[src/hdl/peu_pkg.sv]
// Shared types, constants and helpers for the particle Euler update block.
`default_nettype none

package peu_pkg;

    localparam int STAGES    = 5;
    localparam int Q_W       = 16;
    localparam int COL_W     = 9;
    localparam int CFG_W     = 48;
    localparam int CFG_IDX_W = 3;
    localparam int IN_W      = 160;
    localparam int OUT_W     = 144;

    localparam logic [COL_W-1:0] COL_FULL = 9'd256;

    localparam int MODE_WIND  = 0;
    localparam int MODE_GRAV  = 1;
    localparam int MODE_DTSQ  = 2;
    localparam int MODE_DYING = 3;

    localparam logic [3:0]       MODE_RST   = 4'd12;
    localparam logic [CFG_W-1:0] WIND_RST   = 48'h0000_0000_0400;
    localparam logic [CFG_W-1:0] GRAV_RST   = 48'h0000_F632_0000;
    localparam logic [CFG_W-1:0] COLOUR_RST = 48'h0000_0000_0000;
    localparam logic [Q_W-1:0]   LIFE_RST   = 16'hFFFD;

    typedef logic signed [Q_W-1:0] q78_t;
    typedef logic [COL_W-1:0]      colour_t;

    typedef enum logic [CFG_IDX_W-1:0] {
        REG_MODE   = 3'd0,
        REG_WIND   = 3'd1,
        REG_GRAV   = 3'd2,
        REG_COLOUR = 3'd3,
        REG_LIFE   = 3'd4
    } cfg_reg_t;

    typedef struct packed {
        logic [STAGES-1:0] en;
    } pipe_ctl_t;

    function automatic q78_t sat16(input logic signed [19:0] v);
        q78_t r;
        if (v > 20'sd32767)
            r = 16'sh7FFF;
        else if (v < -20'sd32768)
            r = 16'sh8000;
        else
            r = v[15:0];
        return r;
    endfunction

endpackage

`default_nettype wire

[src/hdl/peu_ctrl.sv]
// Valid/ready chain for the pipeline stages.
`default_nettype none

module peu_ctrl (
    input  wire logic                clk,
    input  wire logic                rst_n,
    input  wire logic                in_valid,
    output logic                     in_ready,
    output logic                     out_valid,
    input  wire logic                out_ready,
    output peu_pkg::pipe_ctl_t       ctl
);

    logic [peu_pkg::STAGES-1:0] v_reg;
    logic [peu_pkg::STAGES-1:0] v_next;
    logic [peu_pkg::STAGES-1:0] rdy;

    always_comb
    begin
        rdy[peu_pkg::STAGES-1] = !v_reg[peu_pkg::STAGES-1] || out_ready;
        for (int i = peu_pkg::STAGES-2; i >= 0; i--)
        begin
            rdy[i] = !v_reg[i] || rdy[i+1];
        end
        ctl.en[0] = in_valid && rdy[0];
        v_next[0] = rdy[0] ? in_valid : v_reg[0];
        for (int i = 1; i < peu_pkg::STAGES; i++)
        begin
            ctl.en[i] = v_reg[i-1] && rdy[i];
            v_next[i] = rdy[i] ? v_reg[i-1] : v_reg[i];
        end
    end

    always_ff @(posedge clk or negedge rst_n)
    begin
        if (!rst_n)
            v_reg <= '0;
        else
            v_reg <= v_next;
    end

    assign in_ready  = rdy[0];
    assign out_valid = v_reg[peu_pkg::STAGES-1];

endmodule

`default_nettype wire

[config.mk]
export PLATFORM = sky130hd
export DESIGN_NAME = peu_ctrl
export DESIGN_NICKNAME = d
export VERILOG_FILES = /design/src/hdl/peu_pkg.sv /design/src/hdl/peu_ctrl.sv
export SDC_FILE = /design/constraint.sdc
export NUM_CORES = 1
export LEC_CHECK = 0
export ABC_AREA = 1
export BUFFER_PORTS_ARGS = -buffer_cell sky130_fd_sc_hd__clkbuf_2
export CAP_MARGIN = 40
export CORE_AREA = 4 4 41 43
export CTS_BUF_LIST = sky130_fd_sc_hd__clkbuf_2
export DETAILED_ROUTE_END_ITERATION = 7
export DIE_AREA = 0 0 45 47
export PLACE_DENSITY_LB_ADDON = 0.12
export SKIP_LAST_GASP = 1
export SYNTH_ARGS = -nofsm -noshare
export SYNTH_HDL_FRONTEND = slang
export SYNTH_SLANG_ARGS = --single-unit
[constraint.sdc]
create_clock -name clk -period 1 [get_ports clk]
set_input_delay 0.05 -clock clk [delete_from_list [all_inputs] [get_ports clk]]
set_output_delay 0.05 -clock clk [all_outputs]
set_load 0.01 [all_outputs]
After elaboration in Yosys (flattened, before gate mapping)
Index checks and enable logic that the tools add are counted. Widths: inputs -> output; s select.

Register bits after elaboration: 5. Input port bits: 4. Output and inout port bits: 7. Word-level logic and storage cells: 20.

Reductions and logical operators: 15.

Operators with widths (count): $logic_and 1x1->1 (5); $logic_not 1->1 (5); $logic_or 1x1->1 (5).

Longest topological paths before layout
Depth after elaboration: 7. Mapped depth: 6. Gate-level depth less buffers: 6.

Worst setup path before layout
Ideal clock, no wire load.

Path type: reg2reg. From: register v_reg[4] in the netlist's numbering. To: register v_reg[0] in the netlist's numbering. Setup time: 0.064 ns. Data arrival time: 0.820 ns. Data required time: 0.936 ns. Slack: 0.116 ns. Cell stages (with the launch flop): 5. Buffers on the path: 0. Clock period less this slack: 0.884 ns. Path through: dfrtp_1 nand4_4 nor2_4 nand2_2 nand2_2.

Word-level cells in the longest chain between the ends: 6.

Ends and longest elaborated chain: start, declared (RTL line peu_ctrl.sv:14) `logic [peu_pkg::STAGES-1:0] v_reg;`; start signal, assigned (RTL line peu_ctrl.sv:39) `v_reg <= v_next;`; $logic_not 1->1 (RTL line peu_ctrl.sv:20) `rdy[peu_pkg::STAGES-1] = !v_reg[peu_pkg::STAGES-1] || out_ready;`; $logic_or 1x1->1 (RTL line peu_ctrl.sv:20); $logic_or 1x1->1 (4 in series) (RTL line peu_ctrl.sv:23) `rdy[i] = !v_reg[i] || rdy[i+1];`; via in_ready (RTL line peu_ctrl.sv:8) `output logic in_ready,`.

The timed path passes the listed nets, and every way through them passes these cells. A chain may end at the register's enable or synchronous reset.

Worst setup path in the final report
From: register v_reg[3] in the netlist's numbering. To: output port in_ready.

Word-level cells in the longest chain between the ends: 5.

Ends and longest elaborated chain (RTL line): $logic_not 1->1 (peu_ctrl.sv:23); $logic_or 1x1->1 (4 in series) (peu_ctrl.sv:23); end, declared (peu_ctrl.sv:8).

No other way between the ends.

==> flow_summary.ini <==
[outcome]
outcome = complete, but fails checks
violations = setup timing

[final_layout]
drive_gt1_share_pct = 54.2
final_core_utilization_pct = 30.5
num_antenna_cells = 0
syn_to_final_growth_pct = 62.6
mostFrequentLayoutCell = clkbuf_2
largest_register_ffs = 5
fill_cells = 149
fin_nets = 53
final_cell_mix = clkbuf_2, inv_1, nand2_1

[pwr]
leakage_nw = 0.225
p_comb_share_pct = 36.6
seqPwrFrac_pct = 38.8
p_clk_share_pct = 24.7
peakVddDrop_mv = 0.651
netSwitchingFraction_pct = 36.5
internal_power_w = 0.000488
powerDensity_nw_per_um2 = 1940
p_sw_w = 0.000280

[clock_network]
clockBufferDepth = 2
clk_latency_ns = 0.21
clkTransAtPathRegs_ns = 0.06
numCtsBuffers = 3
tritoncts = yes
cts_num_sinks = 5
ctsHtreeMaxLevel = 1
root_buffer = clkbuf_2

[logic_synthesis]
synth_top_cell_by_area = dfrtp_1
synth-seq-area-share_pct = 51.3
synth.net_count = 32
synthCells = 28
ys_seq_elements = 5
syn_area_per_cell_um2 = 8.71
ys_warn_count = 0
synth.distinct_cells = 10
syn_area_um2 = 244
synth_top_area_share_pct = 51.3
synthTopCellsByArea = dfrtp_1, inv_1, nand2_1

[timing]
maxClockFrequency_mhz = 849
fin_skew_ns = 0.00161
max_slew_margin_pct = 89.4
hold_viol = 0
period_needed_ns = 1.18
finalMaxSlewViolations = 0
setup_viol = 7
rsz0062_at_grt = true
worst_slack_ns = -0.178
period_share_pct = 118
tightest_slew_ns = 0.159

[place]
gp_congestion = 0.681
dpl.hpwl_um = 432
portBuffers = 10
pre_cts_ws_ns = 0.0663

[global_routing]
grt_pass1_wl_um = 993
grt_use_total_pct = 6.74
grt_start_max_net_pins = 6
grt_pass1_vias = 260
antenna_found_initial = 0
gr-total-overflow = 0

[floorplan]
dieArea_um2 = 2120
core_area_um2 = 1300
die_h_um = 47
die_width_um = 45
row_count = 13
io_pins = 11
start_util_pct = 18.8

[setup_path]
crit_family = flip-flops
startpoint_type = flip-flop
critPathRequiredTime_ns = 0.95
slowest_stage = dfrtp_1
crit_arrival_ns = 1.13
path_max_fanout = 3
critical_path_class = flip-flop to output port
crit_path_end_kind = output port
worstPathCellList = nand4_4, nor2_4, nand2_2, buf_6
max_stage_delay_ns = 0.41
cp.buffers_inverters = 1

[worst_hold_path]
hold_class = input pin to flip-flop

[route]
routed_via_density = 3.70
via_count = 233
routedWlPerCell_um = 8.62
first_pass_iters = 2
wl_um = 543
drc = 0
drtIter0Drc = 1
ant_nets = 0

[job]
cap_violations = 0
-- power by group through the flow --
stage,registers (W),clock network [W],logic [W]
after floorplan,0.000298,0,0.000140
after global placement,0.000297,0,0.000227
after detailed placement,0.000300,0,0.000231
after CTS,0.000297,0.000199,0.000261
after global routing,0.000302,0.000205,0.000323
final,0.000298,0.000190,0.000281
-- synthesized netlist by cell type --
| master | count |
|---|---|
| nor2_1 | 2 |
| nand2_2 | 2 |
| inv_2 | 1 |
| nand4_4 | 1 |
| inv_1 | 7 |
| nand2_1 | 7 |
| nor2_4 | 1 |
| o21ai_1 | 1 |
| dfrtp_1 | 5 |
| a21oi_1 | 1 |
-- timing repair --
item | CTS | global route
gates cloned | 0 | 0
pin swaps | 2 | 3
endpoints found under the setup margin | 6 | 7
setup buffers | 3 | 3
hold buffers | 1 | 0
gates resized for setup | 0 | 8
hold endpoints to repair | 5 | 0
-- path summary, 6_finish.rpt --
kind                                from        to  slack, ns  cells past startpoint
worst max-delay path            v_reg[3]  in_ready      -0.18                      4
worst min-delay path            in_valid  v_reg[0]       0.05                      3
worst max register to register  v_reg[3]  v_reg[0]      -0.12                      6
worst min register to register  v_reg[1]  v_reg[2]       0.53                      2
max in group asynchronous          rst_n  v_reg[4]       0.67                      2
min in group asynchronous          rst_n  v_reg[2]       0.19                      2
-- area by class of cell --
class                           instances  area, um2  area share, %
Inverter                                8       30.0           7.57
Tap cell                               15       18.8           4.73
Clock buffer                            4       20.0           5.05
Sequential cell                         5        125           31.5
Multi-Input combinational cell         15       95.1           24.0
Timing Repair Buffer                   16        108           27.1
-- metrics by stage --
stage	instance area (um2)	setup TNS, ns	power (W)	cells	hold WS [ns]
floorplan	244	0	0.000438	28	-0.246
finish	397	-0.897	0.000768	63	0.0523
global placement	313	0	0.000523	53	-0.123
global route	397	-1.41	0.000830	63	0.0669
detailed placement	313	0	0.000531	53	-0.123
CTS	365	-0.732	0.000757	61	0.0279
-- worst register-to-register path, stage by stage (launching register included) --
cell and delay, ns:
dfrtp_1 0.41, nand4_4 0.14, nor2_4 0.17, nand2_2 0.08
buf_4 0.13, buf_6 0.10, nand2_2 0.04
-- cells by family (layout without fill, tap and decap cells) --
| kind of cell | count (synthesis) | after routing | synth area share [%] |
|---|---|---|---|
| compound gates | 2 | 2 | 4.10 |
| buf+inv | 8 | 28 | 12.3 |
| flops | 5 | 5 | 51.3 |
| simple gates | 13 | 13 | 32.3 |
-- layer usage --
layer / global-route usage (%) / share of wire, % / vias up
li1: - / - / 122
met1: 7.13 / 43 / 103
met2: 10.5 / 45 / 8
met3: 3.07 / 11 / 0
met4: 5.26 / 0 / 0
met5: 0 / 0 / -
Power figures use the tool's default switching activity.
