===== src/hdl/peu_pkg.sv =====
// Shared types, constants and helpers for the particle Euler update block.
`default_nettype none

package peu_pkg;

    localparam int STAGES    = 5;
    localparam int Q_W       = 16;
    localparam int COL_W     = 9;
    localparam int CFG_W     = 48;
    localparam int CFG_IDX_W = 3;
    localparam int IN_W      = 160;
    localparam int OUT_W     = 144;

    localparam logic [COL_W-1:0] COL_FULL = 9'd256;

    localparam int MODE_WIND  = 0;
    localparam int MODE_GRAV  = 1;
    localparam int MODE_DTSQ  = 2;
    localparam int MODE_DYING = 3;

    localparam logic [3:0]       MODE_RST   = 4'd12;
    localparam logic [CFG_W-1:0] WIND_RST   = 48'h0000_0000_0400;
    localparam logic [CFG_W-1:0] GRAV_RST   = 48'h0000_F632_0000;
    localparam logic [CFG_W-1:0] COLOUR_RST = 48'h0000_0000_0000;
    localparam logic [Q_W-1:0]   LIFE_RST   = 16'hFFFD;

    typedef logic signed [Q_W-1:0] q78_t;
    typedef logic [COL_W-1:0]      colour_t;

    typedef enum logic [CFG_IDX_W-1:0] {
        REG_MODE   = 3'd0,
        REG_WIND   = 3'd1,
        REG_GRAV   = 3'd2,
        REG_COLOUR = 3'd3,
        REG_LIFE   = 3'd4
    } cfg_reg_t;

    typedef struct packed {
        logic [STAGES-1:0] en;
    } pipe_ctl_t;

    function automatic q78_t sat16(input logic signed [19:0] v);
        q78_t r;
        if (v > 20'sd32767)
            r = 16'sh7FFF;
        else if (v < -20'sd32768)
            r = 16'sh8000;
        else
            r = v[15:0];
        return r;
    endfunction

endpackage

`default_nettype wire


===== src/hdl/peu_common.sv =====
// Life, dead flag, colour and time-step stages shared by all three axes.
`default_nettype none

module peu_common (
    input  wire logic                                clk,
    input  wire peu_pkg::pipe_ctl_t                  ctl,
    input  wire logic [3:0]                          mode,
    input  wire logic [peu_pkg::CFG_W-1:0]           colour_step,
    input  wire logic [peu_pkg::Q_W-1:0]             life_step,
    input  wire peu_pkg::q78_t                       life_in,
    input  wire logic [peu_pkg::Q_W-1:0]             dt_in,
    input  wire logic [2:0][peu_pkg::COL_W-1:0]      col_in,
    output logic [peu_pkg::Q_W-1:0]                  factor,
    output logic [peu_pkg::Q_W-1:0]                  dt_late,
    output logic [peu_pkg::STAGES-1:0]               dead_pipe,
    output peu_pkg::q78_t                            life_out,
    output logic [2:0][peu_pkg::COL_W-1:0]           col_out
);

    logic [peu_pkg::Q_W-1:0]           dt_reg [3];
    logic [31:0]                       dtsq_reg;
    peu_pkg::q78_t                     life_reg [peu_pkg::STAGES];
    logic [peu_pkg::STAGES-1:0]        dead_reg;
    logic [2:0][peu_pkg::COL_W-1:0]    col_reg [peu_pkg::STAGES];

    peu_pkg::q78_t                     life_next;
    logic                              dead_next;
    logic [2:0][peu_pkg::COL_W-1:0]    col_next;
    logic signed [17:0]                csum;
    logic [32:0]                       dtsq_rnd;

    always_comb
    begin
        life_next = peu_pkg::sat16(20'($signed(life_in)) + 20'($signed(life_step)));
        dead_next = mode[peu_pkg::MODE_DYING] && (life_next <= 16'sd0);
        for (int k = 0; k < 3; k++)
        begin
            csum = $signed({9'b0, col_in[k]}) + 18'($signed(colour_step[16*k +: 16]));
            if (dead_next)
                col_next[k] = col_in[k];
            else if (csum < 18'sd0)
                col_next[k] = '0;
            else if (csum > 18'sd256)
                col_next[k] = peu_pkg::COL_FULL;
            else
                col_next[k] = csum[peu_pkg::COL_W-1:0];
        end
        dtsq_rnd = 33'(dtsq_reg) + 33'd32768;
        factor   = mode[peu_pkg::MODE_DTSQ] ? dtsq_rnd[31:16] : dt_reg[0];
    end

    always_ff @(posedge clk)
    begin
        if (ctl.en[0])
        begin
            dt_reg[0]   <= dt_in;
            dtsq_reg    <= dt_in * dt_in;
            life_reg[0] <= life_next;
            dead_reg[0] <= dead_next;
            col_reg[0]  <= col_next;
        end
        for (int i = 1; i < peu_pkg::STAGES; i++)
        begin
            if (ctl.en[i])
            begin
                life_reg[i] <= life_reg[i-1];
                dead_reg[i] <= dead_reg[i-1];
                col_reg[i]  <= col_reg[i-1];
            end
        end
        if (ctl.en[1])
            dt_reg[1] <= dt_reg[0];
        if (ctl.en[2])
            dt_reg[2] <= dt_reg[1];
    end

    assign dt_late   = dt_reg[2];
    assign dead_pipe = dead_reg;
    assign life_out  = life_reg[peu_pkg::STAGES-1];
    assign col_out   = col_reg[peu_pkg::STAGES-1];

endmodule

`default_nettype wire


===== config.mk =====
export PLATFORM = sky130hd
export DESIGN_NAME = peu_common
export DESIGN_NICKNAME = d
export VERILOG_FILES = /design/src/hdl/peu_pkg.sv /design/src/hdl/peu_common.sv
export SDC_FILE = /design/constraint.sdc
export NUM_CORES = 1
export LEC_CHECK = 0
export ABC_AREA = 1
export BUFFER_PORTS_ARGS = -buffer_cell sky130_fd_sc_hd__buf_2
export CELL_PAD_IN_SITES_DETAIL_PLACEMENT = 0
export CELL_PAD_IN_SITES_GLOBAL_PLACEMENT = 1
export CORE_MARGIN = 3
export CORE_UTILIZATION = 51
export DETAILED_ROUTE_END_ITERATION = 12
export HOLD_SLACK_MARGIN = 0.03
export PLACE_DENSITY = 0.83
export SLEW_MARGIN = 5
export SYNTH_ARGS = -nofsm -noshare
export SYNTH_HDL_FRONTEND = slang
export SYNTH_SLANG_ARGS = --single-unit

===== constraint.sdc =====
create_clock -name clk -period 11.7 [get_ports clk]
set_clock_uncertainty 0.15 [all_clocks]
set_input_delay 0.585 -clock clk [delete_from_list [all_inputs] [get_ports clk]]
set_output_delay 0.585 -clock clk [all_outputs]
set_load 0.01 [all_outputs]

# --- Yosys cells after proc, flatten, opt, wreduce, memory -nomap -nowiden ---
# Memories as Yosys holds them, arrays and structs flattened.
# Index checks and enable logic that the tools add are counted.
word_totals:
  input_bits: 133
  wordCells: 47
  reg_bits: 37
  mem_bits_rw: 263
  n_memories: 3
mem_list:
  columns: ["name", "depth", "word_bits", "rd", "rd_clocked_by_memory_dff", "write_ports", "line", "rtl"]
  rows:
  - ["col_reg", 5, 27, 5, 0, 5, "peu_common.sv:24", "logic [2:0][peu_pkg::COL_W-1:0] col_reg [peu_pkg::STAGES];"]
  - ["life_reg", 5, 16, 5, 0, 5, "peu_common.sv:22", "peu_pkg::q78_t life_reg [peu_pkg::STAGES];"]
  - ["dt_reg", 3, 16, 3, 0, 3, "peu_common.sv:20", "logic [peu_pkg::Q_W-1:0] dt_reg [3];"]
classes:
  order_cmp: 9
  n_reduce_logical: 1
  multipliers: 1
  n_mux: 22
  add_sub_neg: 5
op_table:
  columns: ["op", "count"]
  rows:
  - ["2-to-1 mux 9 bit", 9]
  - ["adder 10 x 16 -> 17 bit", 3]
  - ["greater-than comparator 17 x 10 -> 1 bit, second input constant", 3]
  - ["less-than comparator 17 x 1 -> 1 bit, second input constant", 3]
  - ["2-to-1 mux 16 bit", 3]
  - ["adder 32 x 16 -> 32 bit, second input constant", 1]
  - ["multiplier 16 x 16 -> 32 bit", 1]
  - ["adder 16 x 16 -> 17 bit", 1]
  - ["greater-than comparator 17 x 16 -> 1 bit, second input constant", 1]
  - ["less-than comparator 17 x 16 -> 1 bit, second input constant", 1]
  - ["<= comparator 16 x 1 -> 1 bit, second input constant", 1]
  - ["2-to-1 mux 1 bit", 10]
  - ["logical AND 1 bit", 1]

# --- Longest topological paths before layout ---
# Gate-level depths: netlist of run 1.
logic_depth:
  depth_word: 7
  mapped_depth: 29
  ltp_nobuf: 27

# --- Worst setup path before layout of run 1 ---
# No wires, ideal clock.
synth_timing:
  path_kind: "input port to flip-flop"
  startpoint: "in dt_in[2] (netlist name)"
  endpoint: "reg dtsq_reg[30], data pin"
  required_ps: 11285
  path_buffers: 2
  path_slack_ps: 5411
  arrival_time_ps: 5874
  cell_stages: 22
  setup_ps: 265
  path_cell_list: "clkbuf_1 clkbuf_1 nand2_1 fa_1 fa_1 inv_1 fa_1 fa_1 fa_1 inv_1 fa_1 inv_1 ha_1 a21oi_1 o21ai_0 a21oi_1 nand3_1 nand2_1 nand3_1 a21boi_0 o21ai_0 xor2_1"
synth_via:
  elab_chain_len: 1
synth_rtl:
  columns: ["element", "line", "rtl"]
  rows:
  - ["from (decl)", "peu_common.sv:11", "input wire logic [peu_pkg::Q_W-1:0] dt_in,"]
  - ["multiplier 16 x 16 -> 32 bit", "peu_common.sv:57", "dtsq_reg <= dt_in * dt_in;"]
  - ["to (signal assigned)", "peu_common.sv:57", null]
  - ["to (decl)", "peu_common.sv:21", "logic [31:0] dtsq_reg;"]
# Every way passes these cells.
# A chain may end at the register's enable or synchronous reset.

# --- Worst setup path in the final report of run 1 ---
layout_timing:
  startpoint: "in dt_in[12] (netlist name)"
  endpoint: "reg dtsq_reg[30], data pin"
# The elaborated chain is that of the path after synthesis.

==> results of run 1 <==
==> power by group through the flow <==
| stage | registers, mW | logic [mW] | clock network, mW |
|---|---|---|---|
| 6_report | 1.41 | 2.77 | 0.849 |
| 5_1_grt | 1.42 | 3.21 | 0.912 |
| 4_1_cts | 1.41 | 2.79 | 0.870 |
| 3_5_place_dp | 1.43 | 2.76 | 0 |
| 3_3_place_gp | 1.43 | 2.72 | 0 |
| 2_1_floorplan | 1.42 | 2.14 | 0 |
==> cells in the final DEF, fill, tap and decap left out, drive strengths merged, types with 3 or more instances in the layout <==
cell type  Yosys  routed
bufinv         0       4
fa           165     165
clkbuf        33      29
nand3b         3       3
o21bai         9       9
clkinvlp       0       3
nand3         86      86
inv          420     420
nand4         17      17
o21ai         45      45
xor2          50      50
or2            4       4
a21boi         4       4
a21o           5       5
buf           66     212
nand2        485     485
nor2         108     108
edfxtp       285     285
ha           144     144
clkinv         1      13
a21oi         65      65
diode          0       3
xnor2         25      25
nor3          13      13
==> area by class of cell <==
cell class / instances / area, um^2 / area share, %
diodes: 3 / 7.507 / 0.03380
clock buffers: 29 / 683.2 / 3.076
multi-input cells: 1242 / 9469 / 42.63
flip-flops and latches: 285 / 8558 / 38.53
well taps: 518 / 648.1 / 2.918
repair buffers: 212 / 1069 / 4.811
inverters: 421 / 1580 / 7.115
clock inverters: 19 / 195.2 / 0.8788
==> logic make-up after synthesis <==
logic type	count (synthesis)
AND/OR/NAND/NOR	719
buffers and inverters	520
adder cells (fa/ha/maj)	309
XOR/XNOR	75
flip-flops	285
AO/OA/AOI/OAI	139
==> worst paths after layout <==
path / from / cells past startpoint / to
max: dt_in[12] / 21 / dtsq_reg[30]
min: col_in[0] / 3 / col_reg[0][0]
max reg2reg: dt_reg[0][6] / 0 / dt_reg[0][22]
min reg2reg: col_reg[0][47] / 0 / col_reg[0][74]
==> through the flow <==
step / setup slack [ns] / util (%)
4_1_cts: 5.412 / 57.05
2_1_floorplan: 5.411 / -
3_3_place_gp: 4.935 / 54.79
3_5_place_dp: 4.880 / 54.79
5_1_grt: 5.101 / 57.06
6_report: 5.441 / 57.07
==> metal layers <==
| metal | vias to the layer above | wire [um] |
|---|---|---|
| met4 | 2 | 1037 |
| met1 | 6244 | 18640 |
| met3 | 57 | 1761 |
| li1 | 6686 | - |
| met2 | 305 | 18030 |
| met5 | - | 7 |
==> worst max-delay path, stage by stage <==
cell and delay [ns]:
buf_2 0.42, nand2_1 0.22, fa_1 0.54, fa_1 0.54, inv_1 0.05, fa_1 0.42
fa_1 0.49, fa_1 0.55, inv_1 0.06, fa_1 0.47, inv_1 0.04, ha_1 0.34
a21oi_1 0.22, o21ai_0 0.15, a21oi_1 0.18, nand3_1 0.18, nand2_1 0.12, nand3_1 0.10
a21boi_0 0.34, o21ai_0 0.16, xor2_1 0.16
==> reports/results.ini, run 1 <==
[status]
status = finished, final reports clean

[pwr]
power.share.switching_pct = 41.36
powerDensity_nw_per_um2 = 226.7
peakVddDrop_v = 0.0002998
p_clk_share_pct = 16.9
p_seq_share_pct = 28.0
p_leak_nw = 11.10
power.internal_mw = 2.952
pwr-share-comb_pct = 55.1
total_power_mw = 5.035
switching_power_mw = 2.082

[clock_network]
cts_made_buffers = 27
path_clk_slew_ns = 0.06
root_buffer = clkbuf_16
insertion_delay_ns = 0.51
post-cts-setup-buffer-count = 0
ctsResizeCount = 0
cts_buffer_depth = 3
cts_max_level = 1
clkSinkCount = 285
cts_tree = built
hold_buffers = 0

[finish]
finish.net_count = 2631
syn_to_final_growth_pct = 9.771
final_area_um2 = 22210
largest_register_ffs = 135
layoutNonFillerInstCount = 2729
drive_above_1_share_pct = 12.27
fillers = 3454

[timing]
rsz0062_at_grt = no
period_needed_ns = 6.259
fin_tns_setup_ns = 0
slew_viol_final = 0
tightest_slew_ns = 1.072
hold_viol_final = 0
finalCritPeriodShare_pct = 53.50
slew-limit-headroom_pct = 28.54
finalSetupViolations = 0
fmax_mhz = 159.8
hold_slack_ns = 0.2445

[logic_synthesis]
ys_seq_area_share_pct = 42.30
yosysTopAreaCellShare_pct = 42.30
yosysWarnings = 0
yosys.area_share.xor_xnor_pct = 3.247
syn_inst = 2047
synth-simple-area-share_pct = 14.52
yosysMostFrequentCell = nand2_1
synth_seq_cells = 285
syn-cell-area_um2 = 20230
synth_top_flop_cell = edfxtp_1
synth_top_family_by_area = adder cells
async_reset_ff_share_pct = 0
avgSynthCellArea_um2 = 9.884
synthAdderAreaFrac_pct = 25.23
syn_nets = 2489
ys_top_cells_by_count = nand2_1, inv_1, edfxtp_1
synth.area.top_cells = edfxtp_1, fa_1, ha_1, nand2_1, inv_1
synth_cell_types = 41
yosys.area.top_type = edfxtp_1
muxShareOfSynthArea_pct = 0
synth_compound_area_share_pct = 3.803
synth-edff-count = 285

[global_route]
met3_usage_pct = 1.804
gr-total-overflow = 0
track_usage_pct = 19.15
grt_first_pass_wirelength_um = 65360
grtUsageMet2_pct = 30.66
grt_max_degree = 78
busiest_layer = met2
grt_pass1_vias = 13310
antenna_found_initial = 3
grt_util_met1_pct = 28.14

[hold_path]
hold_path_class = primary input to flip-flop

[setup_path]
worst_setup_path_end_kind = flip-flop
crit_arrival_ns = 6.37
critPathMaxFanout = 17
required_ns = 11.81
start_kind = primary input
critPathKind = primary input to flip-flop
r2r_slack_ns = 10.85

[floorplan]
start_util_pct = 51.99
coreArea_um2 = 38920
fp-row-count = 72
fp.dieArea_um2 = 42100
pin_count = 213
fp.dieH_um = 205.2
die_x_um = 205.2

[route]
routed_wl_um = 39480
drc = 0
ant_nets = 0
vias_per_cell = 4.871
initialDrtViolationCount = 850
firstDrtPassIters = 6
wl_per_cell_um = 14.47
route.vias.total = 13290

[placement]
place_hpwl_um = 31300
dp.cells = 2678
io_buffer_count = 210
gp_congestion = 0.8700
dpl_cell_area_um2 = 21320

[run]
max-cap-violations = 0

(Power assumes the default switching activity.)
==> inputs of run 2 (changes only) <==
--- a/config.mk
+++ b/config.mk
@@ -5,15 +5,15 @@
 export SDC_FILE = /design/constraint.sdc
 export NUM_CORES = 1
 export LEC_CHECK = 0
-export ABC_AREA = 1
+export ABC_AREA = 0
 export BUFFER_PORTS_ARGS = -buffer_cell sky130_fd_sc_hd__buf_2
 export CELL_PAD_IN_SITES_DETAIL_PLACEMENT = 0
 export CELL_PAD_IN_SITES_GLOBAL_PLACEMENT = 1
 export CORE_MARGIN = 3
-export CORE_UTILIZATION = 51
+export CORE_UTILIZATION = 44
 export DETAILED_ROUTE_END_ITERATION = 12
 export HOLD_SLACK_MARGIN = 0.03
-export PLACE_DENSITY = 0.83
+export PLACE_DENSITY = 0.74
 export SLEW_MARGIN = 5
 export SYNTH_ARGS = -nofsm -noshare
 export SYNTH_HDL_FRONTEND = slang
==> constraint.sdc (replaced) <==
create_clock -name clk -period 5.3 [get_ports clk]
set_clock_uncertainty 0.15 [all_clocks]
set_input_delay 0.265 -clock clk [delete_from_list [all_inputs] [get_ports clk]]
set_output_delay 0.265 -clock clk [all_outputs]
set_load 0.01 [all_outputs]
==> run 2 against run 1 <==
Against the previous run: the run now ends with negative setup slack left; final cell count decreased by 7.0%; synthesized area decreased by 4.8%; flip-flop and latch count stayed put; largest cell class unchanged; critical endpoint is now dtsq_reg[31].
==> reports/results.ini, run 2 <==
[status]
status = finished, violations left
violations = negative setup slack

[timing]
slew-limit-headroom_pct = 28.38
layout_setup_ws_ns = -0.2459
hold_viol_final = 0
hold_slack_ns = 0.05589
finalSetupViolations = 8
rsz0062_at_grt = yes
finalCritPeriodShare_pct = 104.6
slew_viol_final = 0
period_needed_ns = 5.546
tightest_slew_ns = 1.074
fmax_mhz = 180.3

[route]
routed-wl-met3_um = 1749
vias_per_cell = 4.868
wl_per_cell_um = 16.00
drc = 0
route.vias.total = 12350
routed_wl_um = 40610
ant_nets = 0
firstDrtPassIters = 5
route.met2.wl_um = 19550
top_layer = met4
initialDrtViolationCount = 561
wl_met1_um = 18680

[floorplan]
fp.dieArea_um2 = 46300
fp.dieH_um = 215.2
pin_count = 213
start_util_pct = 44.59
fp-row-count = 76
coreArea_um2 = 43170
die_x_um = 215.2

[logic_synthesis]
syn-cell-area_um2 = 19250
yosysMostFrequentCell = edfxtp_1
yosysTopAreaCellShare_pct = 44.45
synth_top_flop_cell = edfxtp_1
synth_seq_cells = 285
yosysWarnings = 0
ys_seq_area_share_pct = 44.45
async_reset_ff_share_pct = 0
avgSynthCellArea_um2 = 11.89
synth.area.top_cells = edfxtp_1, fa_1, ha_1, inv_1, nand2_1
synth-edff-count = 285
syn_inst = 1619
ys_top_cells_by_count = edfxtp_1, inv_1, fa_1
syn_nets = 2061
synth_cell_types = 78
yosys.area.top_type = edfxtp_1

[setup_path]
rr_worst_depth = 0
critPathMaxFanout = 6
r2r-start = dt_reg[0][7]
crit_path_start = dt_in[7]
crit_end = dtsq_reg[31]
r2r_end = dt_reg[0][23]
worst_setup_path_end_kind = flip-flop
start_kind = primary input
r2r_slack_ns = 4.40
crit_arrival_ns = 5.69
required_ns = 5.45
critPathKind = primary input to flip-flop

[global_route]
gr-total-overflow = 0
antenna_found_initial = 0
grt_max_degree = 78
track_usage_pct = 17.64
grt_first_pass_wirelength_um = 66200
grt_pass1_vias = 12850

[clock_network]
root_buffer = clkbuf_16
cts_max_level = 1
clkSinkCount = 285
cts_made_buffers = 28
cts_buffer_depth = 3
path_clk_slew_ns = 0.07
cts_tree = built
insertion_delay_ns = 0.54

[finish]
largest_register_ffs = 135
finish.net_count = 2373
fillers = 3762
syn_to_final_growth_pct = 21.23
final_area_um2 = 23340
seq_area_um2 = 8558
layout_common_cells = edfxtp_1, inv_1, buf_2
diodes = 0
multi_input_area_um2 = 9369
drive_above_1_share_pct = 25.19
final_common_cell = edfxtp_1

[pwr]
peakVddDrop_v = 0.0007028
powerDensity_nw_per_um2 = 535.1
p_leak_nw = 10.38

[placement]
io_buffer_count = 210
place_hpwl_um = 31760
post-place-ws_ns = -1.233
dpl_cell_area_um2 = 21420
gp_congestion = 0.8448

[run]
max-cap-violations = 0

[hold_path]
hold_path_class = primary input to flip-flop

## run 2: cell types whose count changed after synthesis, sizes merged, moves of 12 or more
cell	before	now
nor2	108	87
nand3	86	19
nand2	485	125
xnor2	25	45
inv	420	275
xor2	50	24
and2	1	45
o31ai	2	14
## run 2: metal layers
metal | vias to the layer above | track usage, %
met3 | 41 | 1.965
met5 | - | 0
met1 | 6010 | 25.45
met2 | 268 | 29.58
li1 | 6035 | -
met4 | 0 | 2.776
## run 2: per-stage QoR
step	instances	TNS, ns	power, mW	util [%]
after global routing	2538	-3.555	13.60	54.06
final	2538	-0.9631	12.49	54.06
after global placement	2439	-14.17	9.244	49.62
after detailed placement	2439	-15.99	9.371	49.62
after floorplan	1619	-2.299	7.174	-
after CTS	2527	-1.399	12.09	53.38
## run 2: cell type report
type                       count  area share (%)
clock buffer                  30           3.034
clock inverter                22           1.689
inverter                     275           4.423
multi-input combinational    963           40.14
sequential                   285           36.67
tap                          585           3.136
timing repair buffer         378           10.90
## run 2: worst max-delay path, stage by stage
cell,delay [ns]
buf_4,0.14
inv_1,0.08
fa_1,0.56
inv_2,0.05
fa_1,0.49
inv_1,0.05
fa_1,0.48
inv_2,0.04
fa_1,0.50
fa_1,0.51
inv_1,0.04
fa_1,0.49
inv_2,0.05
ha_4,0.26
buf_4,0.10
nand2_1,0.04
o21ai_1,0.31
a31oi_4,0.19
a21oi_2,0.21
nor2_2,0.07
a2111oi_4,0.36
buf_4,0.18
a311oi_2,0.09
xnor2_1,0.14
## run 2: timing repair
item / 4_1_cts / 5_1_grt
endpoints found under the setup margin: 16 / 16
hold buffers: 33 / 2
pin swaps: 21 / 26
hold endpoints to repair: 33 / 2
resized for setup: 44 / 63
buffers inserted: 3 / 11
## run 2: cells by family (layout without fill, tap and decap cells)
logic type               after synthesis  in the layout  share of synthesized area, %
flip-flops                           285            285                         44.45
multiplexers                           3              3                        0.1690
buffers and inverters                371            705                         8.572
adder cells (fa/ha/maj)              318            318                         26.98
AO/OA/AOI/OAI                        210            210                         7.591
XOR/XNOR                              69             69                         3.139
AND/OR/NAND/NOR                      363            363                         9.092
## run 2: how the worst min path moves through the flow
stage                               start  slack [ns]  cells after the start              end
after floorplan                 dt_in[10]        0.21                      0    dt_reg[0][10]
after global placement    life_reg[0][13]        0.25                      0  life_reg[0][29]
after detailed placement   col_reg[0][85]        0.25                      0  col_reg[0][112]
after CTS                 colour_step[47]        0.04                      3   col_reg[0][26]
after global routing            dt_in[13]        0.05                      2    dt_reg[0][13]
final                           dt_in[13]        0.06                      2    dt_reg[0][13]
## run 2: power breakdown
| group | internal (mW) | total, mW | switching [mW] |
|---|---|---|---|
| combinational | 3.49 | 7.07 | 3.58 |
| sequential | 3.00 | 3.10 | 0.0967 |
| clock | 1.47 | 2.32 | 0.853 |
==> inputs of run 3 (changes only) <==
--- a/config.mk
+++ b/config.mk
@@ -11,9 +11,11 @@
 export CELL_PAD_IN_SITES_GLOBAL_PLACEMENT = 1
 export CORE_MARGIN = 3
 export CORE_UTILIZATION = 44
+export CTS_CLUSTER_DIAMETER = 200
 export DETAILED_ROUTE_END_ITERATION = 12
 export HOLD_SLACK_MARGIN = 0.03
 export PLACE_DENSITY = 0.74
+export RECOVER_POWER = 50
 export SLEW_MARGIN = 5
 export SYNTH_ARGS = -nofsm -noshare
 export SYNTH_HDL_FRONTEND = slang
==> run 3 against run 2 <==
Against the previous run: the flow finishes with violations (max-capacitance violations, max-slew violations, negative setup slack); critical path depth did not move; hold slack lost 0.00056 ns; die area unchanged; critical path type unchanged.
==> reports/results.ini, run 3 (same netlist as run 2, synthesis figures left out) <==
[setup_path]
critPathMaxFanout = 6
slowest_delay_ns = 0.56
rr_worst_depth = 0
r2r_slack_ns = 4.40
cp_common_cell = fa_1
r2r_end = dt_reg[0][23]
required_ns = 5.45
path_delay_family = adder cells
crit_slowest_cell = fa_1
critPathBufInv = 9
crit_arrival_ns = 5.69
crit_chain = buf_4 > inv_1 > fa_1 > inv_2 > fa_1 > inv_1 > fa_1 > inv_2 > fa_1 > fa_1 > inv_1 > fa_1 > inv_2 > ha_4 > buf_4 > nand2_1 > o21ai_1 > a31oi_4 > a21oi_2 > nor2_2 > a2111oi_4 > buf_4 > a311oi_2 > xnor2_1
worst_setup_path_end_kind = flip-flop
start_kind = primary input
critPathKind = primary input to flip-flop
r2r-start = dt_reg[0][7]

[timing]
finalSetupViolations = 8
slew_viol_final = 122
hold_viol_final = 0
finalCritPeriodShare_pct = 104.6
fmax_mhz = 180.3
slew-limit-headroom_pct = -134.5
tightest_slew_ns = 3.518
hold_slack_ns = 0.05533
layout_setup_ws_ns = -0.2459
period_needed_ns = 5.546
rsz0062_at_grt = yes

[global_route]
gr-total-overflow = 0
grt_first_pass_wirelength_um = 66200
busiest_layer = met2
grtUsageMet2_pct = 29.58
antenna_found_initial = 0
track_usage_pct = 17.64
met3_usage_pct = 1.965
grt_max_degree = 78
grt_util_met1_pct = 25.45
grt_pass1_vias = 12850

[finish]
diodes = 0
fillers = 3760
drive_above_1_share_pct = 25.04
final_common_cell = edfxtp_1
syn_to_final_growth_pct = 21.17
largest_register_ffs = 135
final_area_um2 = 23330
layout_common_cells = edfxtp_1, inv_1, buf_2
finish.net_count = 2373
layoutNonFillerInstCount = 2538

[hold_path]
min_from = dt_in[13]
holdPathStages = 2
hold_path_class = primary input to flip-flop
hold_path_end = dt_reg[0][13]

[placement]
gp_congestion = 0.8448
dp.cells = 2439
place_hpwl_um = 31760
dpl_cell_area_um2 = 21420
io_buffer_count = 210

[route]
firstDrtPassIters = 5
vias_per_cell = 4.874
ant_nets = 0
route.vias.total = 12370
routed_wl_um = 40650
drc = 0
wl_per_cell_um = 16.02
initialDrtViolationCount = 561

[pwr]
switching_power_mw = 4.531
peakVddDrop_v = 0.0007028
total_power_mw = 12.49
p_seq_share_pct = 24.8
p_clk_share_pct = 18.6
pwr-share-comb_pct = 56.6
power.internal_mw = 7.961
power.share.switching_pct = 36.27
p_leak_nw = 10.37
powerDensity_nw_per_um2 = 535.5

[clock_network]
clkSinkCount = 285
cts_buffer_depth = 3
cts_tree = built
insertion_delay_ns = 0.54
path_clk_slew_ns = 0.07
root_buffer = clkbuf_16
cts_max_level = 1
cts_made_buffers = 28

[run]
max-cap-violations = 2

[floorplan]
start_util_pct = 44.59
pin_count = 213
die_x_um = 215.2
fp.dieH_um = 215.2
coreArea_um2 = 43170
fp-row-count = 76
fp.dieArea_um2 = 46300

[status]
status = finished, violations left
violations = max-capacitance violations, max-slew violations, negative setup slack

run 3: layout make-up:
class | count | area (um^2) | area share, %
tap | 585 | 732.0 | 3.138
clock inverter | 22 | 394.1 | 1.690
timing repair buffer | 378 | 2534 | 10.86
clock buffer | 30 | 708.2 | 3.036
multi-input combinational | 963 | 9369 | 40.16
sequential | 285 | 8558 | 36.69
inverter | 275 | 1032 | 4.425
run 3: power by group through the flow:
stage / combinational (mW) / sequential (mW) / clock [mW]
CTS: 6.62 / 3.10 / 2.38
global route: 8.01 / 3.13 / 2.47
detailed placement: 6.22 / 3.15 / 0
global placement: 6.11 / 3.14 / 0
floorplan: 4.06 / 3.12 / 0
finish: 7.07 / 3.10 / 2.32
run 3: layer usage:
metal  vias to the layer above  routed length [um]
li1                       6036                   -
met1                      6019               18780
met2                       273               19530
met3                        41                1711
met4                         0                 635
met5                         -                   0
run 3: through the flow:
step / worst slack [ns] / util (%) / setup TNS (ns)
floorplan: -0.5145 / - / -2.299
global route: -0.4869 / 54.03 / -3.555
finish: -0.2459 / 54.03 / -0.9632
detailed placement: -1.233 / 49.62 / -15.99
CTS: -0.2608 / 53.38 / -1.399
global placement: -1.119 / 49.62 / -14.17
run 3: worst max path at each step:
stage	slack [ns]	to	cells past startpoint	start
floorplan	-0.51	dtsq_reg[30]	24	dt_in[4]
global placement	-1.12	dtsq_reg[31]	24	dt_in[2]
detailed placement	-1.23	dtsq_reg[31]	24	dt_in[2]
CTS	-0.26	dtsq_reg[30]	24	dt_in[9]
global route	-0.49	dtsq_reg[31]	24	dt_in[9]
finish	-0.25	dtsq_reg[31]	24	dt_in[7]
run 3: timing repair:
action	in CTS	in global routing
buffers inserted	3	11
resized for setup	44	63
hold buffers	33	2
pin swaps	21	26
endpoints found under the setup margin	16	16
hold endpoints to repair	33	2
